**config.mk**
```make
export PLATFORM = sky130hd
export DESIGN_NAME = go_to_goal_p_controller
export DESIGN_NICKNAME = d
export VERILOG_FILES = /design/src/design/ggp_pkg.sv /design/src/design/ggp_cordic.sv /design/src/design/ggp_mac.sv /design/src/design/go_to_goal_p_controller.sv
export SDC_FILE = /design/constraint.sdc
export NUM_CORES = 2
export LEC_CHECK = 0
export BUFFER_PORTS_ARGS = -buffer_cell sky130_fd_sc_hd__buf_2
export CORE_AREA = 8 8 359 361
export DETAILED_ROUTE_END_ITERATION = 12
export DIE_AREA = 0 0 367 369
export GPL_TIMING_DRIVEN = 0
export PLACE_DENSITY = 0.83
export SYNTH_ARGS = -nofsm -noshare
export SYNTH_HDL_FRONTEND = slang
export SYNTH_SLANG_ARGS = --single-unit
export TNS_END_PERCENT = 30
```
**constraint.sdc**
```tcl
create_clock -name clk_i -period 14 [get_ports clk_i]
set_input_delay 2.1 -clock clk_i [delete_from_list [all_inputs] [get_ports clk_i]]
set_output_delay 2.1 -clock clk_i [all_outputs]
set_load 0.005 [all_outputs]
```
**src/design/ggp_pkg.sv**
```systemverilog
`default_nettype none
// ============================================================================
// ggp_pkg: shared types and constants for the go-to-goal controller
// Fixed-point formats, datapath widths, sequencer codes and the arctangent
// table of the iterative CORDIC.
// ============================================================================
package ggp_pkg;

  // Q format of positions, gains and speeds
  localparam int unsigned FRACTION_BITS = 16;
  localparam int unsigned GUARD_BITS    = 8;

  // Datapath widths
  localparam int unsigned ERR_W     = 33;  // position error, signed
  localparam int unsigned CW_W      = 44;  // CORDIC x/y, signed, guard bits included
  localparam int unsigned ZW        = 35;  // CORDIC angle, signed Q30
  localparam int unsigned X_LO_W    = 22;  // magnitude split for the 1/K product
  localparam int unsigned DIST_W    = 35;  // distance, unsigned
  localparam int unsigned THETA_W   = 22;  // bearing, signed Q.F
  localparam int unsigned TMP_W     = 37;  // first-stage position step, signed
  localparam int unsigned MAC_A_W   = 37;  // multiplier operand a, signed
  localparam int unsigned MAC_B_W   = 20;  // multiplier operand b, unsigned
  localparam int unsigned PROD_W    = MAC_A_W + MAC_B_W + 1;
  localparam int unsigned ACC_W     = 64;
  localparam int unsigned RND_W     = 48;  // rounded result
  localparam int unsigned LIN_W     = 32;
  localparam int unsigned ANG_W     = 19;
  localparam int unsigned POS_W     = 32;
  localparam int unsigned CFG_ADDR_W = 5;
  localparam int unsigned LUT_IDX_W = 5;

  localparam int unsigned DIST_SHIFT  = 20 + GUARD_BITS;
  localparam int unsigned THETA_SHIFT = 30 - FRACTION_BITS;

  localparam int OMEGA_LIMIT = 205888;

  // 1/K of the CORDIC in Q20
  localparam logic [MAC_B_W-1:0] INV_GAIN_Q20 = 20'd636752;
  localparam logic signed [ZW-1:0] PI_Q30 = 35'sd3373259426;

  // atan(2^-i) in Q30
  localparam logic [29:0] ATAN_Q30 [32] = '{
    30'd843314857, 30'd497837829, 30'd263043837, 30'd133525159, 30'd67021687,
    30'd33543516,  30'd16775851,  30'd8388437,   30'd4194283,   30'd2097149,
    30'd1048576,   30'd524288,    30'd262144,    30'd131072,    30'd65536,
    30'd32768,     30'd16384,     30'd8192,      30'd4096,      30'd2048,
    30'd1024,      30'd512,       30'd256,       30'd128,       30'd64,
    30'd32,        30'd16,        30'd8,         30'd4,         30'd2,
    30'd1,         30'd0
  };

  typedef struct packed {
    logic mul_en;    // register the product
    logic acc_en;    // update the accumulator
    logic acc_hi;    // load the product shifted up by the low-part width
    logic acc_add;   // add the product to the accumulator
    logic rnd_dist;  // round by the distance shift instead of the Q shift
  } mac_ctrl_t;

  typedef enum logic [2:0] {
    ST_IDLE,
    ST_START,
    ST_CORDIC,
    ST_MUL,
    ST_ACC,
    ST_STORE,
    ST_OUT
  } state_e;

  typedef enum logic [2:0] {
    OP_DIST_HI,
    OP_DIST_LO,
    OP_LIN,
    OP_ANG,
    OP_POS_X1,
    OP_POS_X2,
    OP_POS_Y1,
    OP_POS_Y2
  } mac_op_e;

  typedef enum logic [2:0] {
    REG_TARGET_X     = 3'd0,
    REG_TARGET_Y     = 3'd1,
    REG_REACH_RADIUS = 3'd2,
    REG_LINEAR_GAIN  = 3'd3,
    REG_ANGULAR_GAIN = 3'd4,
    REG_TIME_STEP    = 3'd5
  } reg_idx_e;

endpackage
`default_nettype wire

```
**src/design/ggp_cordic.sv**
```systemverilog
`default_nettype none
// ============================================================================
// ggp_cordic: iterative vectoring CORDIC
// One micro-rotation per cycle; returns magnitude (times K) and angle in Q30.
// ============================================================================
module ggp_cordic #(
  parameter int unsigned STAGES = 16
) (
  input  logic                              clk_i,
  input  logic                              rst_ni,
  input  logic                              start_i,
  input  logic signed [ggp_pkg::ERR_W-1:0]  ex_i,
  input  logic signed [ggp_pkg::ERR_W-1:0]  ey_i,
  output logic                              done_o,
  output logic signed [ggp_pkg::CW_W-1:0]   mag_o,
  output logic signed [ggp_pkg::ZW-1:0]     ang_o
);
  import ggp_pkg::*;

  localparam int unsigned CntW = $clog2(STAGES);
  localparam logic [CntW-1:0] LastIter = CntW'(STAGES - 1);

  logic signed [CW_W-1:0] x_q, y_q, x_d, y_d, x0, y0, dx, dy;
  logic signed [ZW-1:0]   z_q, z_d, z0, atan_s;
  logic [CntW-1:0]        iter_q;
  logic [LUT_IDX_W-1:0]   lut_idx;
  logic                   run_q, done_q, zero_q;

  assign lut_idx = LUT_IDX_W'(iter_q);
  assign atan_s  = $signed(ZW'(ATAN_Q30[lut_idx]));

  // Pre-rotate into the right half plane
  always_comb begin
    x0 = CW_W'(ex_i) <<< GUARD_BITS;
    y0 = CW_W'(ey_i) <<< GUARD_BITS;
    z0 = '0;
    if (ex_i[ERR_W-1]) begin
      x0 = -x0;
      y0 = -y0;
      z0 = ey_i[ERR_W-1] ? -PI_Q30 : PI_Q30;
    end
  end

  always_comb begin
    dx = y_q >>> iter_q;
    dy = x_q >>> iter_q;
    if (!y_q[CW_W-1] && (y_q != '0)) begin
      x_d = x_q + dx;
      y_d = y_q - dy;
      z_d = z_q + atan_s;
    end else begin
      x_d = x_q - dx;
      y_d = y_q + dy;
      z_d = z_q - atan_s;
    end
  end

  always_ff @(posedge clk_i or negedge rst_ni) begin
    if (!rst_ni) begin
      run_q  <= 1'b0;
      done_q <= 1'b0;
      iter_q <= '0;
    end else begin
      done_q <= run_q && (iter_q == LastIter);
      if (start_i) begin
        run_q  <= 1'b1;
        iter_q <= '0;
      end else if (run_q) begin
        if (iter_q == LastIter) begin
          run_q <= 1'b0;
        end else begin
          iter_q <= iter_q + 1'b1;
        end
      end
    end
  end

  always_ff @(posedge clk_i) begin
    if (start_i) begin
      x_q    <= x0;
      y_q    <= y0;
      z_q    <= z0;
      zero_q <= (ex_i == '0) && (ey_i == '0);
    end else if (run_q) begin
      x_q <= x_d;
      y_q <= y_d;
      z_q <= z_d;
    end
  end

  assign done_o = done_q;
  assign mag_o  = x_q;
  assign ang_o  = zero_q ? '0 : z_q;

endmodule
`default_nettype wire

```
**src/design/ggp_mac.sv**
```systemverilog
`default_nettype none
// ============================================================================
// ggp_mac: shared multiply-accumulate-round unit
// Registered product, a wide accumulator and round-to-nearest right shift.
// ============================================================================
module ggp_mac (
  input  logic                                clk_i,
  input  ggp_pkg::mac_ctrl_t                  ctrl_i,
  input  logic signed [ggp_pkg::MAC_A_W-1:0]  a_i,
  input  logic [ggp_pkg::MAC_B_W-1:0]         b_i,
  output logic signed [ggp_pkg::RND_W-1:0]    rnd_o
);
  import ggp_pkg::*;

  localparam logic signed [ACC_W-1:0] HalfDist = ACC_W'(1) <<< (DIST_SHIFT - 1);
  localparam logic signed [ACC_W-1:0] HalfQ    = ACC_W'(1) <<< (FRACTION_BITS - 1);

  logic signed [PROD_W-1:0] prod_q;
  logic signed [ACC_W-1:0]  acc_q, acc_d, addend, rsum, shifted;

  always_comb begin
    addend = ctrl_i.acc_hi ? (ACC_W'(prod_q) <<< X_LO_W) : ACC_W'(prod_q);
    acc_d  = ctrl_i.acc_add ? (acc_q + addend) : addend;
  end

  always_ff @(posedge clk_i) begin
    if (ctrl_i.mul_en) begin
      prod_q <= a_i * $signed({1'b0, b_i});
    end
    if (ctrl_i.acc_en) begin
      acc_q <= acc_d;
    end
  end

  // Round half up, then drop the fraction
  always_comb begin
    rsum    = acc_q + (ctrl_i.rnd_dist ? HalfDist : HalfQ);
    shifted = ctrl_i.rnd_dist ? (rsum >>> DIST_SHIFT) : (rsum >>> FRACTION_BITS);
  end

  assign rnd_o = shifted[RND_W-1:0];

endmodule
`default_nettype wire

```
**src/design/go_to_goal_p_controller.sv**
```systemverilog
`default_nettype none
// ============================================================================
// go_to_goal_p_controller: proportional go-to-goal controller
// Per control tick: CORDIC distance and bearing to the target, proportional
// linear and angular speed, reach detection and dead-reckoning update.
// ============================================================================
// Timing: restart and already-reached ticks give their result in the cycle after
//   acceptance; a normal tick runs the CORDIC, then the multiplier passes.
// Occupancy: one tick at a time, set by the CORDIC iterations and eight passes
//   through the shared multiplier (the distance high part skips the store step).
// Reset: position, reached flag and sequencer cleared; registers take their
//   documented reset values.
module go_to_goal_p_controller #(
  parameter int unsigned CORDIC_STAGES = 16
) (
  input  logic                                 clk_i,
  input  logic                                 rst_ni,
  // tick input
  input  logic                                 in_valid_i,
  output logic                                 in_ready_o,
  input  logic                                 restart_i,
  // command output
  output logic                                 out_valid_o,
  input  logic                                 out_ready_i,
  output logic [ggp_pkg::LIN_W-1:0]            linear_speed_o,
  output logic signed [ggp_pkg::ANG_W-1:0]     angular_speed_o,
  output logic                                 target_reached_o,
  // configuration port
  input  logic                                 psel,
  input  logic                                 penable,
  input  logic                                 pwrite,
  input  logic [ggp_pkg::CFG_ADDR_W-1:0]       paddr,
  input  logic [31:0]                          pwdata,
  output logic [31:0]                          prdata,
  output logic                                 pready
);
  import ggp_pkg::*;

  localparam int unsigned SUM_W = RND_W + 1;
  localparam logic signed [RND_W-1:0] OmegaMax = RND_W'(OMEGA_LIMIT);
  localparam logic signed [RND_W-1:0] OmegaMin = -OmegaMax;
  localparam logic signed [SUM_W-1:0] PosMax = SUM_W'(32'sh7fffffff);
  localparam logic signed [SUM_W-1:0] PosMin = SUM_W'(32'sh80000000);
  localparam logic signed [ZW-1:0]    ThetaHalf = ZW'(1) <<< (THETA_SHIFT - 1);

  // --------------------------------------------------------------------------
  // Saturation helpers
  // --------------------------------------------------------------------------
  function automatic logic [LIN_W-1:0] sat_lin(input logic signed [RND_W-1:0] v);
    logic [LIN_W-1:0] r;
    if (v[RND_W-1]) begin
      r = '0;
    end else if (v[RND_W-2:LIN_W] != '0) begin
      r = '1;
    end else begin
      r = v[LIN_W-1:0];
    end
    return r;
  endfunction

  function automatic logic signed [ANG_W-1:0] sat_ang(input logic signed [RND_W-1:0] v);
    logic signed [ANG_W-1:0] r;
    if (v > OmegaMax) begin
      r = OmegaMax[ANG_W-1:0];
    end else if (v < OmegaMin) begin
      r = OmegaMin[ANG_W-1:0];
    end else begin
      r = v[ANG_W-1:0];
    end
    return r;
  endfunction

  function automatic logic signed [POS_W-1:0] sat_pos(input logic signed [SUM_W-1:0] v);
    logic signed [POS_W-1:0] r;
    if (v > PosMax) begin
      r = PosMax[POS_W-1:0];
    end else if (v < PosMin) begin
      r = PosMin[POS_W-1:0];
    end else begin
      r = v[POS_W-1:0];
    end
    return r;
  endfunction

  // --------------------------------------------------------------------------
  // Configuration registers
  // --------------------------------------------------------------------------
  logic signed [POS_W-1:0] tgt_x_q, tgt_y_q;
  logic [30:0]             radius_q;
  logic [17:0]             lin_gain_q, ang_gain_q;
  logic [16:0]             tstep_q;
  logic                    cfg_wr;
  reg_idx_e                cfg_idx;

  assign pready  = 1'b1;
  assign cfg_wr  = psel && penable && pwrite;
  assign cfg_idx = reg_idx_e'(paddr[CFG_ADDR_W-1:2]);

  always_ff @(posedge clk_i or negedge rst_ni) begin
    if (!rst_ni) begin
      tgt_x_q    <= '0;
      tgt_y_q    <= '0;
      radius_q   <= 31'd6554;
      lin_gain_q <= 18'd32768;
      ang_gain_q <= 18'd32768;
      tstep_q    <= 17'd6554;
    end else if (cfg_wr) begin
      unique case (cfg_idx)
        REG_TARGET_X:     tgt_x_q    <= pwdata;
        REG_TARGET_Y:     tgt_y_q    <= pwdata;
        REG_REACH_RADIUS: radius_q   <= pwdata[30:0];
        REG_LINEAR_GAIN:  lin_gain_q <= pwdata[17:0];
        REG_ANGULAR_GAIN: ang_gain_q <= pwdata[17:0];
        REG_TIME_STEP:    tstep_q    <= pwdata[16:0];
        default: ;
      endcase
    end
  end

  always_comb begin
    unique case (cfg_idx)
      REG_TARGET_X:     prdata = tgt_x_q;
      REG_TARGET_Y:     prdata = tgt_y_q;
      REG_REACH_RADIUS: prdata = 32'(radius_q);
      REG_LINEAR_GAIN:  prdata = 32'(lin_gain_q);
      REG_ANGULAR_GAIN: prdata = 32'(ang_gain_q);
      REG_TIME_STEP:    prdata = 32'(tstep_q);
      default:          prdata = '0;
    endcase
  end

  // --------------------------------------------------------------------------
  // Sequencer
  // --------------------------------------------------------------------------
  state_e    state_q, state_d;
  mac_op_e   op_q, op_d;
  mac_ctrl_t mac_ctrl;
  logic      cordic_start, cordic_done, in_accept;

  assign in_ready_o  = (state_q == ST_IDLE);
  assign out_valid_o = (state_q == ST_OUT);
  assign in_accept   = in_valid_i && in_ready_o;

  always_ff @(posedge clk_i or negedge rst_ni) begin
    if (!rst_ni) begin
      state_q <= ST_IDLE;
      op_q    <= OP_DIST_HI;
    end else begin
      state_q <= state_d;
      op_q    <= op_d;
    end
  end

  logic reached_q;

  always_comb begin
    state_d          = state_q;
    op_d             = op_q;
    cordic_start     = 1'b0;
    mac_ctrl         = '0;
    // Distance product: high half loads shifted, low half adds in
    mac_ctrl.acc_hi   = (op_q == OP_DIST_HI);
    mac_ctrl.acc_add  = (op_q == OP_DIST_LO);
    mac_ctrl.rnd_dist = (op_q == OP_DIST_LO);
    unique case (state_q)
      ST_IDLE: begin
        if (in_valid_i) begin
          // Restart and already-reached ticks skip the arithmetic entirely
          state_d = (restart_i || reached_q) ? ST_OUT : ST_START;
        end
      end
      ST_START: begin
        cordic_start = 1'b1;
        state_d      = ST_CORDIC;
      end
      ST_CORDIC: begin
        if (cordic_done) begin
          op_d    = OP_DIST_HI;
          state_d = ST_MUL;
        end
      end
      ST_MUL: begin
        mac_ctrl.mul_en = 1'b1;
        state_d         = ST_ACC;
      end
      ST_ACC: begin
        mac_ctrl.acc_en = 1'b1;
        if (op_q == OP_DIST_HI) begin
          op_d    = OP_DIST_LO;
          state_d = ST_MUL;
        end else begin
          state_d = ST_STORE;
        end
      end
      ST_STORE: begin
        if (op_q == OP_POS_Y2) begin
          state_d = ST_OUT;
        end else begin
          op_d    = mac_op_e'(op_q + 3'd1);
          state_d = ST_MUL;
        end
      end
      ST_OUT: begin
        if (out_ready_i) begin
          state_d = ST_IDLE;
        end
      end
      default: state_d = ST_IDLE;
    endcase
  end

  // --------------------------------------------------------------------------
  // CORDIC and shared multiplier
  // --------------------------------------------------------------------------
  logic signed [ERR_W-1:0]   ex_q, ey_q;
  logic signed [CW_W-1:0]    cordic_mag;
  logic signed [ZW-1:0]      cordic_ang, theta_sum;
  logic signed [THETA_W-1:0] theta_q;
  logic [DIST_W-1:0]         dist_q;
  logic signed [TMP_W-1:0]   tmp_q;
  logic signed [MAC_A_W-1:0] mac_a;
  logic [MAC_B_W-1:0]        mac_b;
  logic signed [RND_W-1:0]   rnd;

  ggp_cordic #(
    .STAGES (CORDIC_STAGES)
  ) u_cordic (
    .clk_i   (clk_i),
    .rst_ni  (rst_ni),
    .start_i (cordic_start),
    .ex_i    (ex_q),
    .ey_i    (ey_q),
    .done_o  (cordic_done),
    .mag_o   (cordic_mag),
    .ang_o   (cordic_ang)
  );

  // Operand select for the current pass
  always_comb begin
    unique case (op_q) inside
      OP_DIST_HI: begin
        mac_a = MAC_A_W'(cordic_mag[CW_W-1:X_LO_W]);
        mac_b = INV_GAIN_Q20;
      end
      OP_DIST_LO: begin
        mac_a = MAC_A_W'(cordic_mag[X_LO_W-1:0]);
        mac_b = INV_GAIN_Q20;
      end
      OP_LIN: begin
        mac_a = MAC_A_W'(dist_q);
        mac_b = MAC_B_W'(lin_gain_q);
      end
      OP_ANG: begin
        mac_a = MAC_A_W'(theta_q);
        mac_b = MAC_B_W'(ang_gain_q);
      end
      OP_POS_X1: begin
        mac_a = MAC_A_W'(ex_q);
        mac_b = MAC_B_W'(lin_gain_q);
      end
      OP_POS_Y1: begin
        mac_a = MAC_A_W'(ey_q);
        mac_b = MAC_B_W'(lin_gain_q);
      end
      OP_POS_X2, OP_POS_Y2: begin
        mac_a = tmp_q;
        mac_b = MAC_B_W'(tstep_q);
      end
      default: begin
        mac_a = '0;
        mac_b = '0;
      end
    endcase
  end

  ggp_mac u_mac (
    .clk_i  (clk_i),
    .ctrl_i (mac_ctrl),
    .a_i    (mac_a),
    .b_i    (mac_b),
    .rnd_o  (rnd)
  );

  // Bearing from Q30 down to Q.F, round half up
  assign theta_sum = cordic_ang + ThetaHalf;

  // --------------------------------------------------------------------------
  // Controller state: position and reached flag
  // --------------------------------------------------------------------------
  logic signed [POS_W-1:0] pos_x_q, pos_y_q;
  logic signed [SUM_W-1:0] pos_x_sum, pos_y_sum;
  logic [DIST_W-1:0]       dist_now;

  assign pos_x_sum = SUM_W'(pos_x_q) + SUM_W'(rnd);
  assign pos_y_sum = SUM_W'(pos_y_q) + SUM_W'(rnd);
  assign dist_now  = rnd[DIST_W-1:0];

  always_ff @(posedge clk_i or negedge rst_ni) begin
    if (!rst_ni) begin
      pos_x_q   <= '0;
      pos_y_q   <= '0;
      reached_q <= 1'b0;
    end else if (in_accept && restart_i) begin
      pos_x_q   <= '0;
      pos_y_q   <= '0;
      reached_q <= 1'b0;
    end else if (state_q == ST_STORE) begin
      unique case (op_q) inside
        OP_DIST_LO: begin
          // Reaching tick still moves the position below
          if (dist_now < DIST_W'(radius_q)) begin
            reached_q <= 1'b1;
          end
        end
        OP_POS_X2: pos_x_q <= sat_pos(pos_x_sum);
        OP_POS_Y2: pos_y_q <= sat_pos(pos_y_sum);
        default: ;
      endcase
    end
  end

  // --------------------------------------------------------------------------
  // Working registers and result registers
  // --------------------------------------------------------------------------
  logic [LIN_W-1:0]        lin_q;
  logic signed [ANG_W-1:0] ang_q;
  logic                    rch_q;

  always_ff @(posedge clk_i) begin
    if (in_accept) begin
      ex_q <= ERR_W'(tgt_x_q) - ERR_W'(pos_x_q);
      ey_q <= ERR_W'(tgt_y_q) - ERR_W'(pos_y_q);
      if (restart_i) begin
        lin_q <= '0;
        ang_q <= '0;
        rch_q <= 1'b0;
      end else if (reached_q) begin
        // Hold still once the goal is reached
        lin_q <= '0;
        ang_q <= '0;
        rch_q <= 1'b1;
      end
    end
    if ((state_q == ST_CORDIC) && cordic_done) begin
      theta_q <= THETA_W'(theta_sum >>> THETA_SHIFT);
    end
    if (state_q == ST_STORE) begin
      unique case (op_q) inside
        OP_DIST_LO:           dist_q <= dist_now;
        OP_LIN:               lin_q  <= sat_lin(rnd);
        OP_ANG:               ang_q  <= sat_ang(rnd);
        OP_POS_X1, OP_POS_Y1: tmp_q  <= rnd[TMP_W-1:0];
        OP_POS_Y2:            rch_q  <= reached_q;
        default: ;
      endcase
    end
  end

  assign linear_speed_o   = lin_q;
  assign angular_speed_o  = ang_q;
  assign target_reached_o = rch_q;

endmodule
`default_nettype wire

```
Yosys cells after proc, flatten, opt, wreduce, memory -nomap -nowiden
Memories as Yosys holds them, arrays and structs flattened.
Cells that the tools add are included.
- flip-flop bits (word level): 682
- memory bits (read-only): 960
- input bits: 45
- output and inout bits: 87
- word-level logic and storage cells: 201
- memories: 1
- memory list (memory ; depth ; bits a word ; rd ports ; clocked after Yosys merged registers in ; wr ports ; RTL line ; RTL):
    (name not given) ; 32 ; 30 ; 1 ; 0 ; 0 ; ggp_cordic.sv:30 ; assign atan_s = $signed(ZW'(ATAN_Q30[lut_idx]));
- $add $sub $neg: 17
- $mul: 1
- magnitude comparators: 8
- equal/unequal tests: 25
- shift-type cells: 2
- muxes and demuxes: 76
- bitwise gates (word level): 1
- reduce and logical (&&, ||, !) cells: 42
- operators by type and width (operator ; count):
    32-bit 2-to-1 mux ; 17
    44-bit 2-to-1 mux ; 8
    37-bit case mux with 7 select lines ; 1
    35-bit 2-to-1 mux ; 6
    32-bit case mux with 6 select lines ; 1
    19-bit 2-to-1 mux ; 7
    64-bit 2-to-1 mux ; 2
    32-bit by 48-bit adder with 49-bit output ; 2
    49-bit by 32-bit greater-than comparator with 1-bit output (second input constant) ; 2
    49-bit by 32-bit less-than comparator with 1-bit output (second input constant) ; 2
    44-bit adder ; 2
    41-bit negator with 44-bit output ; 2
    44-bit by 4-bit >>> shifter with 44-bit output ; 2
    44-bit subtractor ; 2
    20-bit case mux with 4 select lines ; 1
    33-bit zero test ; 2
    32-bit by 32-bit subtractor with 33-bit output ; 2
    64-bit by 29-bit adder with 64-bit output ; 1
    64-bit adder ; 1
    30-bit 2-to-1 mux ; 2
    37-bit by 21-bit multiplier with 58-bit output ; 1
    48-bit by 19-bit greater-than comparator with 1-bit output (second input constant) ; 1
    48-bit by 19-bit less-than comparator with 1-bit output (second input constant) ; 1
    47-bit 2-to-1 mux ; 1
    33 further kinds ; 103

Logic depth before layout (Yosys ltp)
- depth in word-level cells: 11
- mapped depth: 42
- mapped depth without buffers: 35

By module
A second synthesis with hierarchy kept.
- cells, all modules: 9521
- area total of the unflattened synthesis: 85064.1 um2
- modules (own cells, without submodules) (module ; times used ; cells an instance ; area each (um2) ; sequential area each (um2)):
    ggp_mac ; 1 ; 4105 ; 36552.6 ; 3663.5
    go_to_goal_p_controller ; 1 ; 2985 ; 27855.5 ; 11315.9
    ggp_cordic ; 1 ; 2431 ; 20656.1 ; 3873.7

Worst setup path before layout
No wires, ideal clock.
- kind: reg2reg
- from: register op_q[1]
- to: register u_mac.prod_q[43], data pin
- setup time: 262 ps
- data arrival time: 9694 ps
- required time: 13738 ps
- setup slack: 4043 ps
- stages on the path, launching flop included: 43
- buffers on the path: 8
- period minus slack after synthesis: 9957 ps
- cell sequence: dfrtp_1 > inv_1 > ha_1 > clkbuf_1 > and2b_1 > clkbuf_1 > clkbuf_1 > buf_1 > clkbuf_1 > clkbuf_1 > nand2_1 > nand4_1 > clkbuf_1 > nand2_1 > fa_1 > inv_1 > fa_1 > inv_1 > [... 7 more ...] > inv_1 > fa_1 > inv_1 > ha_1 > clkbuf_1 > nand3_1 > o22ai_1 > o21a_1 > a2111oi_0 > o21a_1 > o31ai_1 > o31a_1 > a41o_1 > nand4_1 > a31oi_1 > a21oi_1 > o21bai_1 > xor2_1
- longest elaborated chain between the ends: 4
- elaborated cells on any way between the ends: 14
- classes of those cells: 1 x mul; 7 x eq/ne; 2 x mux; 4 x reduce/logical
- ends and longest elaborated chain (element ; RTL line ; RTL):
    start: declaration ; go_to_goal_p_controller.sv:136 ; mac_op_e op_q, op_d;
    start signal: assignment ; go_to_goal_p_controller.sv:150 ; op_q <= op_d;
    3-bit == test (no line) (tied with other cells) ; - ;
    2-bit OR reduction (tied with other cells) ; go_to_goal_p_controller.sv:240 ; unique case (op_q) inside
    37-bit case mux with 7 select lines or 20-bit case mux with 4 select lines (tied branches) ; go_to_goal_p_controller.sv:240 ;
    37-bit by 21-bit multiplier with 58-bit output * ; ggp_mac.sv:28 ; prod_q <= a_i * $signed({1'b0, b_i});
    end signal: assignment ; ggp_mac.sv:28 ;
    end: declaration ; ggp_mac.sv:18 ; logic signed [PROD_W-1:0] prod_q;
Mark *: on every way between the ends. The rest lies on a longest branch, timed or not.
A chain may end at the register's enable or synchronous reset.

Final worst setup path
- from: register op_q[0]
- to: register u_mac.prod_q[50], data pin
The elaborated chain is that of the path after synthesis.

==> impl_metrics.yaml <==
critical_path:
  critPathMaxStageDelay_ns: 0.70
  slowest_stage: "clkbuf_1"
  cp-start-kind: "register"
  worstSetupPathType: "register to register"
  crit_top_cell: "fa_1"
  worstRegToRegCells: 35
  required_ns: 14.48
  worst-path-max-fanout: 10
  cp.arrival_ns: 14.22
  crit_path_start: "op_q[0]"
  worstReg2RegStart: "op_q[0]"
  endpoint_kind: "register"
layout:
  fill_cells: 9640
  syn_to_final_growth_pct: 7.707
  layout.nets: 10660
  drive_gt1_frac: 0.07791
  final_cell_mix: "nand2_1, inv_1, nor2_1, fa_1, a21oi_1"
  layout_commonest_cell: "nand2_1"
clocking:
  root_buffer: "clkbuf_16"
  clock_latency_ns: 0.72
  cts_setup_buffers: 0
  cts.sinks: 682
  ctsResizeCount: 3
  cts.path.max_buffers: 3
  htreeDepth: 3
  cts_tree: "built"
  hold_buffers: 0
  clk_pin_slew_worst_paths_ns: 0.06
  cts_buffers: 79
sta:
  max_slew_margin: -0.02724
  fin_ws_ns: 0.2637
  hold_ws_ns: 0.4390
  fmax_mhz: 72.80
  setup_viol: 0
  fin_crit_ns: 13.74
  fin_skew_ns: 0.05431
  drv_slew: 11
  grt_setup_unrepaired: "false"
  tightest_slew_ns: 1.541
  hold_violations: 0
  period_share: 0.9812
min_path:
  hold_path.class: "register to register"
  hold_path_depth: 2
  hp-start: "linear_speed_o[5]"
logic_synthesis:
  synth_top_family_by_area: "adder cells"
  synth_xor_area_frac: 0.06654
  synth-simple-area-share: 0.1577
  ys_seq_elements: 682
  syn-instance-count: 9137
  ys_types: 104
  syn_area_per_cell_um2: 8.829
  synth_enable_flop_cells: 405
  ys.flop_type: "edfxtp_1"
  yosys_warnings: 0
  synth_fp_nets: 10413
  ys_seq_area_frac: 0.2337
  synth_mux_area_frac: 0.05923
  synth_fa_ha_area_frac: 0.2559
  syn_area_um2: 80670
  synth_compound_area_frac: 0.1552
  ys_async_sr_fraction: 0.3299
global_route:
  grt_overflow: 0
  grt_pass1_wl_um: 463900
  grt_max_degree: 118
  first_global_vias: 73336
  antenna_found_initial: 35
  track_usage: 0.4545
flow_run:
  maxCapViolCount: 1
outcome:
  status: "finished, violations left"
  violations: "max-capacitance violations, max-slew violations"
drt:
  drtAntennaViolNets: 0
  wire_per_inst_um: 28.47
  drt_iter0_markers: 10485
  vias: 75436
  drtPass1Iterations: 12
  wirelength_um: 316400
  via_per_inst: 6.789
  drc_errors: 0
floorplan:
  die-area_um2: 135400
  die_w_um: 367
  coreArea_um2: 123000
  initial_core_util: 0.6559
  io_pins: 132
  die_height_um: 369
  num_rows: 129
place:
  place_congestion: 1.134
  place_worst_setup_slack_ns: -0.3856
  hpwl_um: 253300
  port_buffers: 128
## critical path: cells and delay by family, from the launching register on
| kind | cells | cell delay [ns] |
|---|---|---|
| AOI/OAI and AO/OA | 5 | 1.29 |
| xor gates and xnor gates | 1 | 0.35 |
| adders and majority gates | 9 | 4.87 |
| buffers and inverters | 11 | 3.36 |
| DFF | 1 | 0.63 |
| and+or+nand+nor | 9 | 2.94 |
## final timing paths
| check | to | slack (ns) |
|---|---|---|
| worst min register to register | linear_speed_o[5] | 0.44 |
| max in group asynchronous | u_cordic.iter_q[1] | 11.36 |
| worst max-delay path | u_mac.prod_q[50] | 0.26 |
| worst min-delay path | linear_speed_o[5] | 0.44 |
| min in group asynchronous | pos_y_q[30] | 1.40 |
| worst max register to register | u_mac.prod_q[50] | 0.26 |
## final cells by class
class | count | area [um2] | share of cell area
Multi-Input combinational cell | 6941 | 56200 | 0.6468
Sequential cell | 682 | 18850 | 0.2170
Inverter | 1091 | 4095 | 0.04713
Clock buffer | 103 | 2212 | 0.02546
Tap cell | 1637 | 2048 | 0.02357
Buffer | 422 | 1692 | 0.01947
Timing Repair Buffer | 167 | 1214 | 0.01397
Clock inverter | 41 | 508.0 | 0.005846
Antenna cell | 27 | 67.56 | 0.0007776
## stage by stage
| step | utilization | TNS [ns] | cell area, um2 | instances |
|---|---|---|---|---|
| floorplan | - | 0 | 80670 | 9137 |
| global placement | 0.6778 | -0.7355 | 83360 | 10902 |
| detailed placement | 0.6836 | -1.050 | 84070 | 10939 |
| CTS | 0.7058 | 0 | 86800 | 11082 |
| global route | 0.7060 | 0 | 86830 | 11088 |
| finish | 0.7065 | 0 | 86890 | 11111 |
## kinds of logic after synthesis
kind of cell | Yosys count
xor gates and xnor gates | 612
other | 1
AOI/OAI and AO/OA | 1956
DFF | 682
and+or+nand+nor | 2794
muxes | 345
adders and majority gates | 1233
buffers and inverters | 1514
## cell usage after synthesis, types with 92 or more instances
library cell	n	share of area
a21o_1	214	0.020
a21oi_1	560	0.035
a22oi_1	92	0.0086
clkbuf_1	329	0.015
dfrtp_1	209	0.065
edfxtp_1	405	0.15
fa_1	695	0.17
ha_1	536	0.083
inv_1	1089	0.051
mux2_2	169	0.024
nand2_1	1152	0.054
nand3_1	161	0.010
nand4_1	95	0.0074
nor2_1	742	0.035
nor2b_1	93	0.0072
o21ai_0	476	0.030
xnor2_1	378	0.041
xor2_1	233	0.025
## state kept, by name (all words and copies together), names as in the netlist, 31 cells and up
| name | cells |
|---|---|
| ey_q | 33 |
| tgt_y_q | 32 |
| u_mac.prod_q | 58 |
| pos_x_q | 32 |
| tgt_x_q | 32 |
| ex_q | 33 |
| tmp_q | 37 |
| u_cordic.mag_o | 44 |
| dist_q | 35 |
| linear_speed_o | 32 |
| u_cordic.y_q | 44 |
| u_cordic.z_q | 35 |
| pos_y_q | 32 |
| u_mac.acc_q | 64 |
| radius_q | 31 |
## metal layers
layer  up-vias  GRT usage  part of all wire
met5         -   0.006408            0.0010
met4        30     0.2725             0.077
met3      1437     0.2039              0.16
met2      5808     0.6489              0.41
met1     36318     0.5653              0.35
li1      31843          -                 -
Power is left out: the tool's default activity adds up to more than one toggle a clock period on the data nets, which glitch-free logic cannot reach.
